## config.mk

```make
export PLATFORM = sky130hd
export DESIGN_NAME = right_wall_follow_controller_core
export DESIGN_NICKNAME = d
export VERILOG_FILES = /design/src/rtl/core/rwf_pkg.sv /design/src/rtl/core/rwf_regs.sv /design/src/rtl/core/rwf_ctrl.sv /design/src/rtl/core/rwf_dp.sv /design/src/rtl/core/right_wall_follow_controller_core.sv
export SDC_FILE = /design/constraint.sdc
export NUM_CORES = 1
export LEC_CHECK = 0
export CAP_MARGIN = 5
export CORE_ASPECT_RATIO = 0.9
export CORE_MARGIN = 5
export CORE_UTILIZATION = 56
export DETAILED_ROUTE_END_ITERATION = 8
export DONT_BUFFER_PORTS = 1
export PLACE_DENSITY = 0.71
export SETUP_SLACK_MARGIN = 0.05
export SKIP_LAST_GASP = 1
export SLEW_MARGIN = 10
export SYNTH_ARGS = -nofsm -noshare
export SYNTH_HDL_FRONTEND = slang
export SYNTH_SLANG_ARGS = --single-unit
export TNS_END_PERCENT = 100
```

## constraint.sdc

```tcl
create_clock -name clk_i -period 8.51 [get_ports clk_i]
set_input_delay 0.4255 -clock clk_i [delete_from_list [all_inputs] [get_ports clk_i]]
set_output_delay 0.4255 -clock clk_i [all_outputs]
set_load 0.02 [all_outputs]
```

## src/rtl/core/rwf_pkg.sv

```systemverilog
// Shared types and constants for the right wall follow controller.
// No dependencies; imported by every module of the core.
`default_nettype none

package rwf_pkg;

  // Sensor reading at or above this counts as no wall (Q8.4)
  localparam logic [16:0] SensorMax        = 17'd4000;
  localparam logic [9:0]  TurnSpeed        = 10'd352;
  localparam logic [9:0]  SearchOuterSpeed = 10'd560;
  localparam logic [9:0]  SearchInnerSpeed = 10'd160;
  // sin(45 deg) in Q0.16
  localparam logic [15:0] Sin45Q16         = 16'd46341;

  localparam logic [1:0] MODE_FOLLOW = 2'd0;
  localparam logic [1:0] MODE_TURN   = 2'd1;
  localparam logic [1:0] MODE_SEARCH = 2'd2;

  localparam logic [2:0] REG_TARGET   = 3'd0;
  localparam logic [2:0] REG_CORNER   = 3'd1;
  localparam logic [2:0] REG_LOST     = 3'd2;
  localparam logic [2:0] REG_CRUISE   = 3'd3;
  localparam logic [2:0] REG_DGAIN    = 3'd4;
  localparam logic [2:0] REG_HGAIN    = 3'd5;
  localparam logic [2:0] REG_MAXCORR  = 3'd6;
  localparam logic [2:0] REG_RECOVERY = 3'd7;

  localparam int unsigned AddrWidth = 5;

  typedef struct packed {
    logic [11:0] target_distance;
    logic [11:0] corner_distance;
    logic [11:0] lost_distance;
    logic [9:0]  cruise_speed;
    logic [7:0]  distance_gain;
    logic [7:0]  heading_gain;
    logic [9:0]  max_correction;
    logic [7:0]  recovery_ticks;
  } cfg_t;

  localparam cfg_t CfgReset = '{
    target_distance: 12'd432,
    corner_distance: 12'd512,
    lost_distance:   12'd1200,
    cruise_speed:    10'd560,
    distance_gain:   8'd77,
    heading_gain:    8'd51,
    max_correction:  10'd288,
    recovery_ticks:  8'd24
  };

  // Controller to datapath commands
  typedef struct packed {
    logic load_in;    // capture request, decide mode, step countdown
    logic calc_dist;  // projection and distance term
    logic calc_head;  // heading term
    logic load_out;   // clamp, form speeds, fill output register
  } cmd_t;

endpackage : rwf_pkg

`default_nettype wire

```

## src/rtl/core/rwf_regs.sv

```systemverilog
// APB-style configuration register file for the wall follow controller.
// Depends on rwf_pkg.
`default_nettype none

module rwf_regs (
  input  wire logic                          clk_i,
  input  wire logic                          rst_ni,
  input  wire logic                          psel,
  input  wire logic                          penable,
  input  wire logic                          pwrite,
  input  wire logic [rwf_pkg::AddrWidth-1:0] paddr,
  input  wire logic [31:0]                   pwdata,
  output logic      [31:0]                   prdata,
  output logic                               pready,
  output rwf_pkg::cfg_t                      cfg_o
);
  import rwf_pkg::*;

  cfg_t        cfg_q, cfg_d;
  logic [2:0]  idx;
  logic        wr_en;

  assign idx    = paddr[AddrWidth-1:2];
  assign wr_en  = psel & penable & pwrite;
  assign pready = 1'b1;
  assign cfg_o  = cfg_q;

  always_comb begin
    cfg_d = cfg_q;
    if (wr_en) begin
      case (idx)
        REG_TARGET:   cfg_d.target_distance = pwdata[11:0];
        REG_CORNER:   cfg_d.corner_distance = pwdata[11:0];
        REG_LOST:     cfg_d.lost_distance   = pwdata[11:0];
        REG_CRUISE:   cfg_d.cruise_speed    = pwdata[9:0];
        REG_DGAIN:    cfg_d.distance_gain   = pwdata[7:0];
        REG_HGAIN:    cfg_d.heading_gain    = pwdata[7:0];
        REG_MAXCORR:  cfg_d.max_correction  = pwdata[9:0];
        REG_RECOVERY: cfg_d.recovery_ticks  = pwdata[7:0];
        default:      cfg_d = cfg_q;
      endcase
    end
  end

  always_ff @(posedge clk_i or negedge rst_ni) begin
    if (!rst_ni) begin
      cfg_q <= CfgReset;
    end else begin
      cfg_q <= cfg_d;
    end
  end

  always_comb begin
    case (idx)
      REG_TARGET:   prdata = {20'd0, cfg_q.target_distance};
      REG_CORNER:   prdata = {20'd0, cfg_q.corner_distance};
      REG_LOST:     prdata = {20'd0, cfg_q.lost_distance};
      REG_CRUISE:   prdata = {22'd0, cfg_q.cruise_speed};
      REG_DGAIN:    prdata = {24'd0, cfg_q.distance_gain};
      REG_HGAIN:    prdata = {24'd0, cfg_q.heading_gain};
      REG_MAXCORR:  prdata = {22'd0, cfg_q.max_correction};
      REG_RECOVERY: prdata = {24'd0, cfg_q.recovery_ticks};
      default:      prdata = 32'd0;
    endcase
  end

endmodule : rwf_regs

`default_nettype wire

```

## src/rtl/core/rwf_ctrl.sv

```systemverilog
// Sequencing state machine for the wall follow controller.
// Depends on rwf_pkg; drives the datapath through cmd_t.
`default_nettype none

module rwf_ctrl (
  input  wire logic    clk_i,
  input  wire logic    rst_ni,
  input  wire logic    in_valid_i,
  output logic         in_ready_o,
  output logic         out_valid_o,
  input  wire logic    out_ready_i,
  output rwf_pkg::cmd_t cmd_o
);
  import rwf_pkg::*;

  localparam logic [1:0] ST_IDLE = 2'd0;
  localparam logic [1:0] ST_DIST = 2'd1;
  localparam logic [1:0] ST_HEAD = 2'd2;
  localparam logic [1:0] ST_OUT  = 2'd3;

  logic [1:0] state_q, state_d;
  logic       out_valid_q, out_valid_d;
  logic       out_free;

  // Output register frees up when empty or being taken this cycle
  assign out_free    = ~out_valid_q | out_ready_i;
  assign in_ready_o  = (state_q == ST_IDLE);
  assign out_valid_o = out_valid_q;

  always_comb begin
    state_d        = state_q;
    out_valid_d    = out_valid_q & ~out_ready_i;
    cmd_o          = '0;
    case (state_q)
      ST_IDLE: begin
        if (in_valid_i) begin
          cmd_o.load_in = 1'b1;
          state_d       = ST_DIST;
        end
      end
      ST_DIST: begin
        cmd_o.calc_dist = 1'b1;
        state_d         = ST_HEAD;
      end
      ST_HEAD: begin
        cmd_o.calc_head = 1'b1;
        state_d         = ST_OUT;
      end
      ST_OUT: begin
        if (out_free) begin
          cmd_o.load_out = 1'b1;
          out_valid_d    = 1'b1;
          state_d        = ST_IDLE;
        end
      end
      default: state_d = ST_IDLE;
    endcase
  end

  always_ff @(posedge clk_i or negedge rst_ni) begin
    if (!rst_ni) begin
      state_q     <= ST_IDLE;
      out_valid_q <= 1'b0;
    end else begin
      state_q     <= state_d;
      out_valid_q <= out_valid_d;
    end
  end

endmodule : rwf_ctrl

`default_nettype wire

```

## src/rtl/core/rwf_dp.sv

```systemverilog
// Datapath: mode decision, recovery countdown, proportional steering math.
// Depends on rwf_pkg; sequenced by rwf_ctrl through cmd_t.
`default_nettype none

module rwf_dp (
  input  wire logic          clk_i,
  input  wire logic          rst_ni,
  input  wire rwf_pkg::cfg_t cfg_i,
  input  wire rwf_pkg::cmd_t cmd_i,
  input  wire logic [11:0]   right_distance_i,
  input  wire logic [11:0]   front_right_distance_i,
  input  wire logic          collided_i,
  output logic signed [11:0] left_speed_o,
  output logic signed [11:0] right_speed_o,
  output logic        [1:0]  control_state_o
);
  import rwf_pkg::*;

  logic        [7:0]  rec_q, rec_d;
  logic        [7:0]  rec_eff;
  logic        [1:0]  mode_now;
  logic               front_now, right_now;

  logic        [11:0] rd_q, fr_q;
  logic               front_q;
  logic        [1:0]  mode_q;

  logic        [27:0] proj_prod;
  logic        [11:0] proj_q;
  logic signed [12:0] dist_err, head_err;
  logic signed [21:0] dist_prod, head_prod;
  logic signed [15:0] dterm_q, hterm_q;

  logic signed [16:0] corr_sum, lim_pos, lim_neg, corr_clip;
  logic signed [11:0] corr_ext, cruise_s, turn_s;
  logic signed [11:0] ls_d, rs_d;
  logic signed [11:0] ls_q, rs_q;
  logic        [1:0]  mode_out_q;

  // Mode decision on the request as it arrives
  always_comb begin
    front_now = {5'd0, front_right_distance_i} < SensorMax;
    right_now = {5'd0, right_distance_i} < SensorMax;
    rec_eff   = collided_i ? cfg_i.recovery_ticks : rec_q;
    rec_d     = rec_q;
    if (rec_eff != 8'd0) begin
      mode_now = MODE_TURN;
      rec_d    = rec_eff - 8'd1;
    end else begin
      rec_d = 8'd0;
      if (front_now && (front_right_distance_i < cfg_i.corner_distance)) begin
        mode_now = MODE_TURN;
      end else if (!right_now || (right_distance_i > cfg_i.lost_distance)) begin
        mode_now = MODE_SEARCH;
      end else begin
        mode_now = MODE_FOLLOW;
      end
    end
  end

  always_ff @(posedge clk_i or negedge rst_ni) begin
    if (!rst_ni) begin
      rec_q <= 8'd0;
    end else if (cmd_i.load_in) begin
      rec_q <= rec_d;
    end
  end

  always_ff @(posedge clk_i) begin
    if (cmd_i.load_in) begin
      rd_q    <= right_distance_i;
      fr_q    <= front_right_distance_i;
      front_q <= front_now;
      mode_q  <= mode_now;
    end
  end

  // Projection and distance term; products floored by taking the upper bits
  assign proj_prod = 28'(fr_q * Sin45Q16);
  assign dist_err  = $signed({1'b0, cfg_i.target_distance}) - $signed({1'b0, rd_q});
  assign dist_prod = $signed({1'b0, cfg_i.distance_gain}) * dist_err;

  always_ff @(posedge clk_i) begin
    if (cmd_i.calc_dist) begin
      proj_q  <= proj_prod[27:16];
      dterm_q <= dist_prod[21:6];
    end
  end

  assign head_err  = $signed({1'b0, rd_q}) - $signed({1'b0, proj_q});
  assign head_prod = $signed({1'b0, cfg_i.heading_gain}) * head_err;

  always_ff @(posedge clk_i) begin
    if (cmd_i.calc_head) begin
      hterm_q <= front_q ? head_prod[21:6] : 16'sd0;
    end
  end

  // Clamp and differential speeds
  always_comb begin
    corr_sum = 17'(dterm_q) + 17'(hterm_q);
    lim_pos  = $signed({7'd0, cfg_i.max_correction});
    lim_neg  = -lim_pos;
    if (corr_sum > lim_pos) begin
      corr_clip = lim_pos;
    end else if (corr_sum < lim_neg) begin
      corr_clip = lim_neg;
    end else begin
      corr_clip = corr_sum;
    end
    corr_ext = corr_clip[11:0];
    cruise_s = $signed({2'd0, cfg_i.cruise_speed});
    turn_s   = $signed({2'd0, TurnSpeed});
    case (mode_q)
      MODE_TURN: begin
        ls_d = -turn_s;
        rs_d = turn_s;
      end
      MODE_SEARCH: begin
        ls_d = $signed({2'd0, SearchOuterSpeed});
        rs_d = $signed({2'd0, SearchInnerSpeed});
      end
      default: begin
        ls_d = cruise_s - corr_ext;
        rs_d = cruise_s + corr_ext;
      end
    endcase
  end

  always_ff @(posedge clk_i) begin
    if (cmd_i.load_out) begin
      ls_q       <= ls_d;
      rs_q       <= rs_d;
      mode_out_q <= mode_q;
    end
  end

  assign left_speed_o    = ls_q;
  assign right_speed_o   = rs_q;
  assign control_state_o = mode_out_q;

endmodule : rwf_dp

`default_nettype wire

```

## src/rtl/core/right_wall_follow_controller_core.sv

```systemverilog
// Right wall follow controller, top level.
// Requests are taken one at a time: a new request is accepted only once the previous
// one has passed through the four-step sequence (decide, distance term, heading term,
// clamp), which shares one set of datapath registers, and its result has been loaded.
// Reset: asynchronous active low; config returns to defaults, recovery count clears.
// Depends on rwf_pkg, rwf_regs, rwf_ctrl, rwf_dp.
`default_nettype none

module right_wall_follow_controller_core (
  input  wire logic                          clk_i,
  input  wire logic                          rst_ni,
  // request channel
  input  wire logic                          in_valid_i,
  output logic                               in_ready_o,
  input  wire logic [11:0]                   right_distance_i,
  input  wire logic [11:0]                   front_right_distance_i,
  input  wire logic                          collided_i,
  // result channel
  output logic                               out_valid_o,
  input  wire logic                          out_ready_i,
  output logic signed [11:0]                 left_speed_o,
  output logic signed [11:0]                 right_speed_o,
  output logic        [1:0]                  control_state_o,
  // configuration port
  input  wire logic                          psel,
  input  wire logic                          penable,
  input  wire logic                          pwrite,
  input  wire logic [rwf_pkg::AddrWidth-1:0] paddr,
  input  wire logic [31:0]                   pwdata,
  output logic      [31:0]                   prdata,
  output logic                               pready
);
  import rwf_pkg::*;

  cfg_t cfg;
  cmd_t cmd;

  rwf_regs u_regs (
    .clk_i   (clk_i),
    .rst_ni  (rst_ni),
    .psel    (psel),
    .penable (penable),
    .pwrite  (pwrite),
    .paddr   (paddr),
    .pwdata  (pwdata),
    .prdata  (prdata),
    .pready  (pready),
    .cfg_o   (cfg)
  );

  rwf_ctrl u_ctrl (
    .clk_i       (clk_i),
    .rst_ni      (rst_ni),
    .in_valid_i  (in_valid_i),
    .in_ready_o  (in_ready_o),
    .out_valid_o (out_valid_o),
    .out_ready_i (out_ready_i),
    .cmd_o       (cmd)
  );

  rwf_dp u_dp (
    .clk_i                  (clk_i),
    .rst_ni                 (rst_ni),
    .cfg_i                  (cfg),
    .cmd_i                  (cmd),
    .right_distance_i       (right_distance_i),
    .front_right_distance_i (front_right_distance_i),
    .collided_i             (collided_i),
    .left_speed_o           (left_speed_o),
    .right_speed_o          (right_speed_o),
    .control_state_o        (control_state_o)
  );

endmodule : right_wall_follow_controller_core

`default_nettype wire

```

==> reports/summary.txt, run 1 <==
Tcrit/Tclk final: 91.6%
Routed WL: 51.5 mm
via count: 15,710
Slew @ Worst Pin: 1290 ps
commonest non-fill, non-tap cell in the layout: inv_1
average cell area after synthesis: 9.53 sq um
residual DRC count: 0
design area: 22,900 sq um
maxcap violations: 0
global-route wire length before repair: 84.2 mm
total CTS buffers: 17
Crit-path slowest cell: fa_1
hold path depth: 0
Min-Delay Path Class: input port to flip-flop
crit end category: flip-flop
Worst R2R Start: u_dp.rd_q[0]
largest net degree at the start of global routing: 92
worst path arrival time: 8020 ps
vias in the first global route: 15,863
ys async rst share: 48.7%
Initial Util: 56.8%
# nets final: 2,810
slowest cell delay on critical path: 550 ps
RR Endpoint: u_dp.dterm_q[15]
crit path launch type: flip-flop
setup bufs post-CTS: 0
TritonCTS clock tree: done
H-tree depth: 4
core box area: 38,500 sq um
Slew headroom: 13.8%
1st-iter DRT viols: 1,113
Post-Syn Instances: 2,294
fin. max-slew vios: 0
Synth Warn #: 0
synth unique cells: 85
clock sinks: 187
final setup violation count: 0
worst path required time: 8730 ps
unrepaired setup endpoints after global routing: no
GPL Wtd Cong: 0.954
total grt overflow: 0
die extent in x: 218 microns
hold path start: front_right_distance_i[8]
Reg2Reg Depth: 28
Total GRT Usage: 24.7%
register area share after synthesis: 23.8%
Hold Vio Cnt, Final: 0
antenna violations before repair: 0
Max Root-Sink Buffers: 2
status: complete, no violations
most frequent cells in the layout: inv_1, ha_1, fa_1
Worst-path clk slew: 90 ps
row count: 68
Diodes inserted: 0
I/O Buffers: 0
minimum clock period: 7800 ps
share of post-route cells with drive strength above 1: 7.16%
Crit path top cell by count: fa_1
worst skew pair latency: 470 ps
WL per Instance: 18.4 microns
Synth Flop Type: edfxtp_1
Clock Skews: 16.8 ps
Synth-to-Final Area Change: 4.70%
flop-to-flop setup slack: 710 ps
Worst Hold Endpoint: u_dp.fr_q[8]
full die area: 43,100 sq um
Die H: 197 microns
DRT antenna net count: 0
FMAX: 0.128 GHz
Seq cells post-synth: 187
CP max FO: 8
setup TNS after final layout: 0 ps
CP Class: flip-flop to flip-flop
clk root buf: clkbuf_16
placed cell areas: 22,200 sq um
Via density: 5.61
Top-Level Pins: 130
mapped cell area: 21,900 sq um
number of synthesized flops with an enable pin: 96
DR pass1 iterations: 5
dpl hpwl: 43.0 mm
==> stage by stage <==
stage | utilization (%) | worst slack [ps] | hold WS (ps) | cells
floorplan | - | 1830 | 130 | 2313
global placement | 57.8 | 1050 | 132 | 2766
detailed placement | 57.8 | 792 | 132 | 2766
CTS | 59.5 | 796 | 32.2 | 2800
global route | 59.5 | 258 | 25.0 | 2800
finish | 59.5 | 711 | 48.9 | 2800
==> area by class of cell <==
cell class                      instances  area, sq um
Tap cell                              525          657
Timing Repair Buffer                    9         90.1
Multi-Input combinational cell       1637        14800
Inverter                              410         1540
Clock buffer                           17          425
Fill cell                            3299        15600
Sequential cell                       187         5190
Clock inverter                         15          176
==> registers in the layout (all words and copies together), names as in the netlist <==
register and count:
u_dp.right_speed_o 12, u_dp.control_state_o 2, u_dp.fr_q 12, u_ctrl.out_valid_o 1, u_dp.left_speed_o 11, u_dp.mode_q 2, u_dp.rd_q 12, u_dp.rec_q 8
u_dp.front_q 1, u_ctrl.state_q 2, u_dp.hterm_q 16, u_dp.proj_q 12, u_dp.dterm_q 16, u_regs.cfg_o 80
==> timing repair <==
| action | CTS | global route |
|---|---|---|
| endpoints found under the hold margin | 91 | 0 |
| resized for setup | 0 | 0 |
| hold buffers | 2 | 0 |
==> synth_stat cells (67+ instances only) <==
master / instances / area, sq um
ha_1: 275 / 3440
edfxtp_1: 96 / 2880
xnor2_1: 68 / 596
a21oi_1: 88 / 440
nand2_1: 182 / 683
and2_1: 101 / 632
nor2_1: 117 / 439
inv_1: 406 / 1520
o21ai_0: 90 / 450
mux2_2: 70 / 788
dfrtp_1: 67 / 1680
fa_1: 204 / 4080
==> worst max-delay path by stage <==
stage,startpoint,endpoint,slack [ps],cells after the start
2_1_floorplan,u_dp.rd_q[0],u_dp.hterm_q[14],1830,30
3_3_place_gp,u_dp.rd_q[0],u_dp.dterm_q[15],1050,28
3_5_place_dp,u_dp.rd_q[0],u_dp.dterm_q[15],790,28
4_1_cts,u_dp.rd_q[0],u_dp.dterm_q[15],800,28
5_1_grt,u_regs.cfg_o[68],u_dp.dterm_q[15],260,29
6_report,u_dp.rd_q[0],u_dp.dterm_q[15],710,28
==> logic make-up after synthesis <==
family | after synthesis | synth area share, %
AO/OA/AOI/OAI | 358 | 10.9
buffers and inverters | 489 | 8.87
AND/OR/NAND/NOR | 590 | 13.3
other | 2 | 0.0344
multiplexers | 93 | 4.89
XOR/XNOR | 96 | 3.85
flip-flops | 187 | 23.8
adder cells (fa/ha/maj) | 479 | 34.4
==> critical path: cells and delay by family, from the launching register on <==
kind	cells	cell delay [ps]
AO/OA/AOI/OAI	13	2850
XOR/XNOR	2	660
adder cells (fa/ha/maj)	7	3050
buffers and inverters	4	240
flip-flops	1	470
AND/OR/NAND/NOR	2	300
==> layer usage <==
metal  share of wire, %  vias to the layer above  GRT usage [%]
met2                 44                      466           38.3
met5                  0                        -              0
met1                 45                     7689           34.0
li1                   -                     7475              -
met3                7.6                       80           6.53
met4                3.6                        0           8.42
Power of run 1 is not shown: default switching activity piles up to over one toggle a cycle in this logic, so the estimate is an artifact.
==> run 2, diff against run 1 <==
==> constraint.sdc (replaced) <==
create_clock -name clk_i -period 8.51 [get_ports clk_i]
set_input_delay 1.702 -clock clk_i [delete_from_list [all_inputs] [get_ports clk_i]]
set_output_delay 1.702 -clock clk_i [all_outputs]
set_load 0.02 [all_outputs]
==> reports/summary.txt, run 2 (synthesized netlist as in run 1, its figures left out) <==
GPL Wtd Cong: 0.956
unrepaired setup endpoints after global routing: no
hold path start: u_dp.rec_q[1]
global-route wire length before repair: 85.6 mm
Routed WL: 52.8 mm
Top-Level Pins: 130
DR pass1 iterations: 5
Slew @ Worst Pin: 1240 ps
maxcap violations: 0
core box area: 38,500 sq um
DRT antenna net count: 0
worst skew pair latency: 470 ps
Reg2Reg Depth: 28
H-tree depth: 4
Worst R2R Start: u_dp.rd_q[0]
I/O Buffers: 0
die extent in x: 218 microns
Total GRT Usage: 25.1%
FMAX: 0.128 GHz
final setup violation count: 0
setup bufs post-CTS: 0
vias in the first global route: 16,167
Crit-path slowest cell: fa_1
Clock Skews: 12.8 ps
crit end category: flip-flop
via count: 15,931
total grt overflow: 0
TritonCTS clock tree: done
WL per Instance: 18.9 microns
Final Util: 59.4%
setup TNS after final layout: 0 ps
Tcrit/Tclk final: 91.8%
worst path required time: 8710 ps
clock sinks: 187
Crit path top cell by count: fa_1
cts hold-fix bufs: 0
Max Root-Sink Buffers: 2
Worst Hold Endpoint: u_dp.rec_q[1]
most frequent cells in the layout: inv_1, ha_1, fa_1
# nets final: 2,807
CP max FO: 8
Worst-path clk slew: 80 ps
total CTS buffers: 17
Slew headroom: 17.1%
fillers: 3,332
Hold Vio Cnt, Final: 0
Min-Delay Path Class: flip-flop to flip-flop
worst path arrival time: 8010 ps
row count: 68
Via density: 5.70
hold path depth: 2
full die area: 43,100 sq um
fin. max-slew vios: 0
clk root buf: clkbuf_16
crit path launch type: flip-flop
status: complete, no violations
flop-to-flop setup slack: 700 ps
max reg flops: 80
commonest non-fill, non-tap cell in the layout: inv_1
CTS resizes: 0
antenna violations before repair: 1
RR Endpoint: u_dp.dterm_q[15]
Diodes inserted: 0
Initial Util: 56.8%
Die H: 197 microns
residual DRC count: 0
CP Class: flip-flop to flip-flop
largest net degree at the start of global routing: 92
dpl hpwl: 43.6 mm
minimum clock period: 7810 ps
1st-iter DRT viols: 1,043
Synth-to-Final Area Change: 4.62%
slowest cell delay on critical path: 550 ps
share of post-route cells with drive strength above 1: 7.13%
-- run 2: worst max path at each step --
stage	start	to	depth (start not counted)
floorplan	u_dp.rd_q[0]	u_dp.hterm_q[14]	30
global placement	u_dp.rd_q[0]	u_dp.dterm_q[15]	28
detailed placement	u_dp.rd_q[0]	u_dp.dterm_q[15]	28
CTS	u_dp.rd_q[0]	u_dp.dterm_q[15]	28
global route	u_dp.rd_q[0]	u_dp.dterm_q[15]	28
finish	u_dp.rd_q[0]	u_dp.dterm_q[15]	28
-- run 2: critical path, delay by kind of cell, from the launching register on --
| family | cells | cell delay (ps) |
|---|---|---|
| adders and majority gates | 7 | 3020 |
| AOI/OAI and AO/OA | 13 | 2840 |
| xor gates and xnor gates | 2 | 660 |
| DFF | 1 | 460 |
| and+or+nand+nor | 2 | 290 |
| buffers and inverters | 4 | 230 |
-- run 2: metal layers --
layer / routed length, microns / part of all wire (%) / GRT usage, % / up-vias
met1: 23400 / 44 / 34.4 / 7841
li1: - / - / - / 7480
met2: 23700 / 45 / 39.6 / 534
met5: 0 / 0 / 0 / -
met4: 1640 / 3.1 / 7.74 / 0
met3: 4150 / 7.9 / 6.45 / 76
-- run 2: final cells by class --
class                           count  area [sq um]  area share [%]
Inverter                          410          1540            6.74
Sequential cell                   187          5190            22.7
Clock inverter                     15           204           0.892
Clock buffer                       17           425            1.86
Tap cell                          525           657            2.87
Multi-Input combinational cell   1637         14800            64.7
Timing Repair Buffer                6          45.0           0.197
-- run 2: per-stage QoR --
stage / std cells / area (sq um) / hold slack (ps) / setup WS (ps)
floorplan: 2313 / 21900 / 448 / 1830
global placement: 2765 / 22200 / 458 / 931
detailed placement: 2765 / 22200 / 472 / 766
CTS: 2797 / 22900 / 490 / 743
global route: 2797 / 22900 / 516 / 246
finish: 2797 / 22900 / 503 / 697
Power of run 2 is left out for the same reason.
==> run 3, diff against run 2 <==
--- a/config.mk
+++ b/config.mk
@@ -12,9 +12,10 @@
 export DETAILED_ROUTE_END_ITERATION = 8
 export DONT_BUFFER_PORTS = 1
 export PLACE_DENSITY = 0.71
+export RECOVER_POWER = 100
 export SETUP_SLACK_MARGIN = 0.05
 export SKIP_LAST_GASP = 1
-export SLEW_MARGIN = 10
+export SLEW_MARGIN = 0
 export SYNTH_ARGS = -nofsm -noshare
 export SYNTH_HDL_FRONTEND = slang
 export SYNTH_SLANG_ARGS = --single-unit
==> constraint.sdc (replaced) <==
create_clock -name clk_i -period 9.2 [get_ports clk_i]
set_input_delay 1.84 -clock clk_i [delete_from_list [all_inputs] [get_ports clk_i]]
set_output_delay 1.84 -clock clk_i [all_outputs]
set_load 0.02 [all_outputs]
==> reports/summary.txt, run 3 (synthesized netlist as in run 1, its figures left out) <==
slowest cell delay on critical path: 960 ps
max reg flops: 80
design area: 22,800 sq um
Initial Util: 56.8%
TritonCTS clock tree: done
global-route wire length before repair: 84.9 mm
total grt overflow: 0
cts hold-fix bufs: 0
CP Class: flip-flop to flip-flop
Total GRT Usage: 25.0%
delay-heaviest family, CP: compound AO/OA/AOI/OAI gates
Multi-input gate area: 14,800 sq um
register area: 5190 sq um
maxcap violations: 3
clock sinks: 187
Slew headroom: -23.5%
WL per Instance: 18.7 microns
Routed WL: 52.2 mm
crit end category: flip-flop
CP max FO: 32
Final Util: 59.3%
setup bufs post-CTS: 0
status: complete, but fails checks
dpl hpwl: 43.3 mm
DRT antenna net count: 0
Via density: 5.66
1st-iter DRT viols: 1,008
Synth-to-Final Area Change: 4.30%
Min-Delay Path Class: flip-flop to flip-flop
setup TNS after final layout: 0 ps
residual DRC count: 0
Worst-path clk slew: 70 ps
worst skew pair latency: 480 ps
share of post-route cells with drive strength above 1: 6.51%
Tcrit/Tclk final: 88.7%
I/O Buffers: 0
largest net degree at the start of global routing: 92
DR pass1 iterations: 6
most frequent cells in the layout: inv_1, ha_1, fa_1
Die H: 197 microns
commonest non-fill, non-tap cell in the layout: inv_1
minimum clock period: 8160 ps
unrepaired setup endpoints after global routing: no
fillers: 3,275
full die area: 43,100 sq um
die extent in x: 218 microns
H-tree depth: 4
Hold Vio Cnt, Final: 0
worst path arrival time: 8480 ps
via count: 15,830
row count: 68
total CTS buffers: 17
fin. max-slew vios: 85
antenna violations before repair: 0
Hold WS: 483 ps
placed cell areas: 22,200 sq um
CP startpoint: u_dp.hterm_q[0]
hold path start: u_dp.rec_q[1]
crit path launch type: flip-flop
Max Root-Sink Buffers: 2
Slew @ Worst Pin: 1850 ps
CTS resizes: 0
# nets final: 2,807
final setup violation count: 0
Clock Skews: 17.2 ps
FMAX: 0.122 GHz
Top-Level Pins: 130
Crit-path slowest cell: clkbuf_1
Worst R2R Start: u_dp.hterm_q[0]
clk root buf: clkbuf_16
worst path buffer plus inverter count: 1
failing checks: capacitance limit, slew limit
worst path required time: 9520 ps
vias in the first global route: 16,142
GPL Wtd Cong: 0.951
core box area: 38,500 sq um
## run 3: changes by cell type in the layout (fill, tap and decap cells not counted), sizes merged
| cell | delta |
|---|---|
| buf | -5 |
| clkbuf | +5 |
| bufinv | -1 |
| diode | +1 |
| inv | +1 |
## run 3: cell type report
cell class                      instances  area share [%]
Tap cell                              525            2.88
Sequential cell                       187            22.8
Antenna cell                            1          0.0110
Clock buffer                           17            1.87
Clock inverter                         15           0.845
Inverter                              410            6.76
Timing Repair Buffer                    6           0.115
Multi-Input combinational cell       1637            64.7
## run 3: per-stage QoR
| stage | setup slack, ps | std cells |
|---|---|---|
| after detailed placement | 1320 | 2765 |
| after floorplan | 2520 | 2313 |
| after CTS | 1290 | 2797 |
| after global routing | 374 | 2797 |
| after global placement | 1440 | 2765 |
| final | 1040 | 2798 |
## run 3: final timing paths
check	to	slack, ps	cells after the start
max in group asynchronous	u_regs.cfg_o[16]	7880	0
hold reg to reg	u_dp.rec_q[1]	480	2
setup / recovery	u_dp.left_speed_o[11]	1040	28
min in group asynchronous	u_dp.rec_q[7]	1050	0
hold / removal	u_dp.rec_q[1]	480	2
setup reg to reg	u_dp.left_speed_o[11]	1040	28
## run 3: worst min-delay path, stage by stage (launching register included)
cell,delay (ps)
dfrtp_1,350
nand2_1,50
o31ai_1,50
## run 3: routing by layer
metal / up-vias / track usage (%) / wire (microns)
met1: 7748 / 33.9 / 22800
met5: - / 0 / 0
met2: 515 / 39.5 / 23400
li1: 7489 / - / -
met3: 78 / 6.34 / 4320
met4: 0 / 8.21 / 1650
Power of run 3 is left out for the same reason.
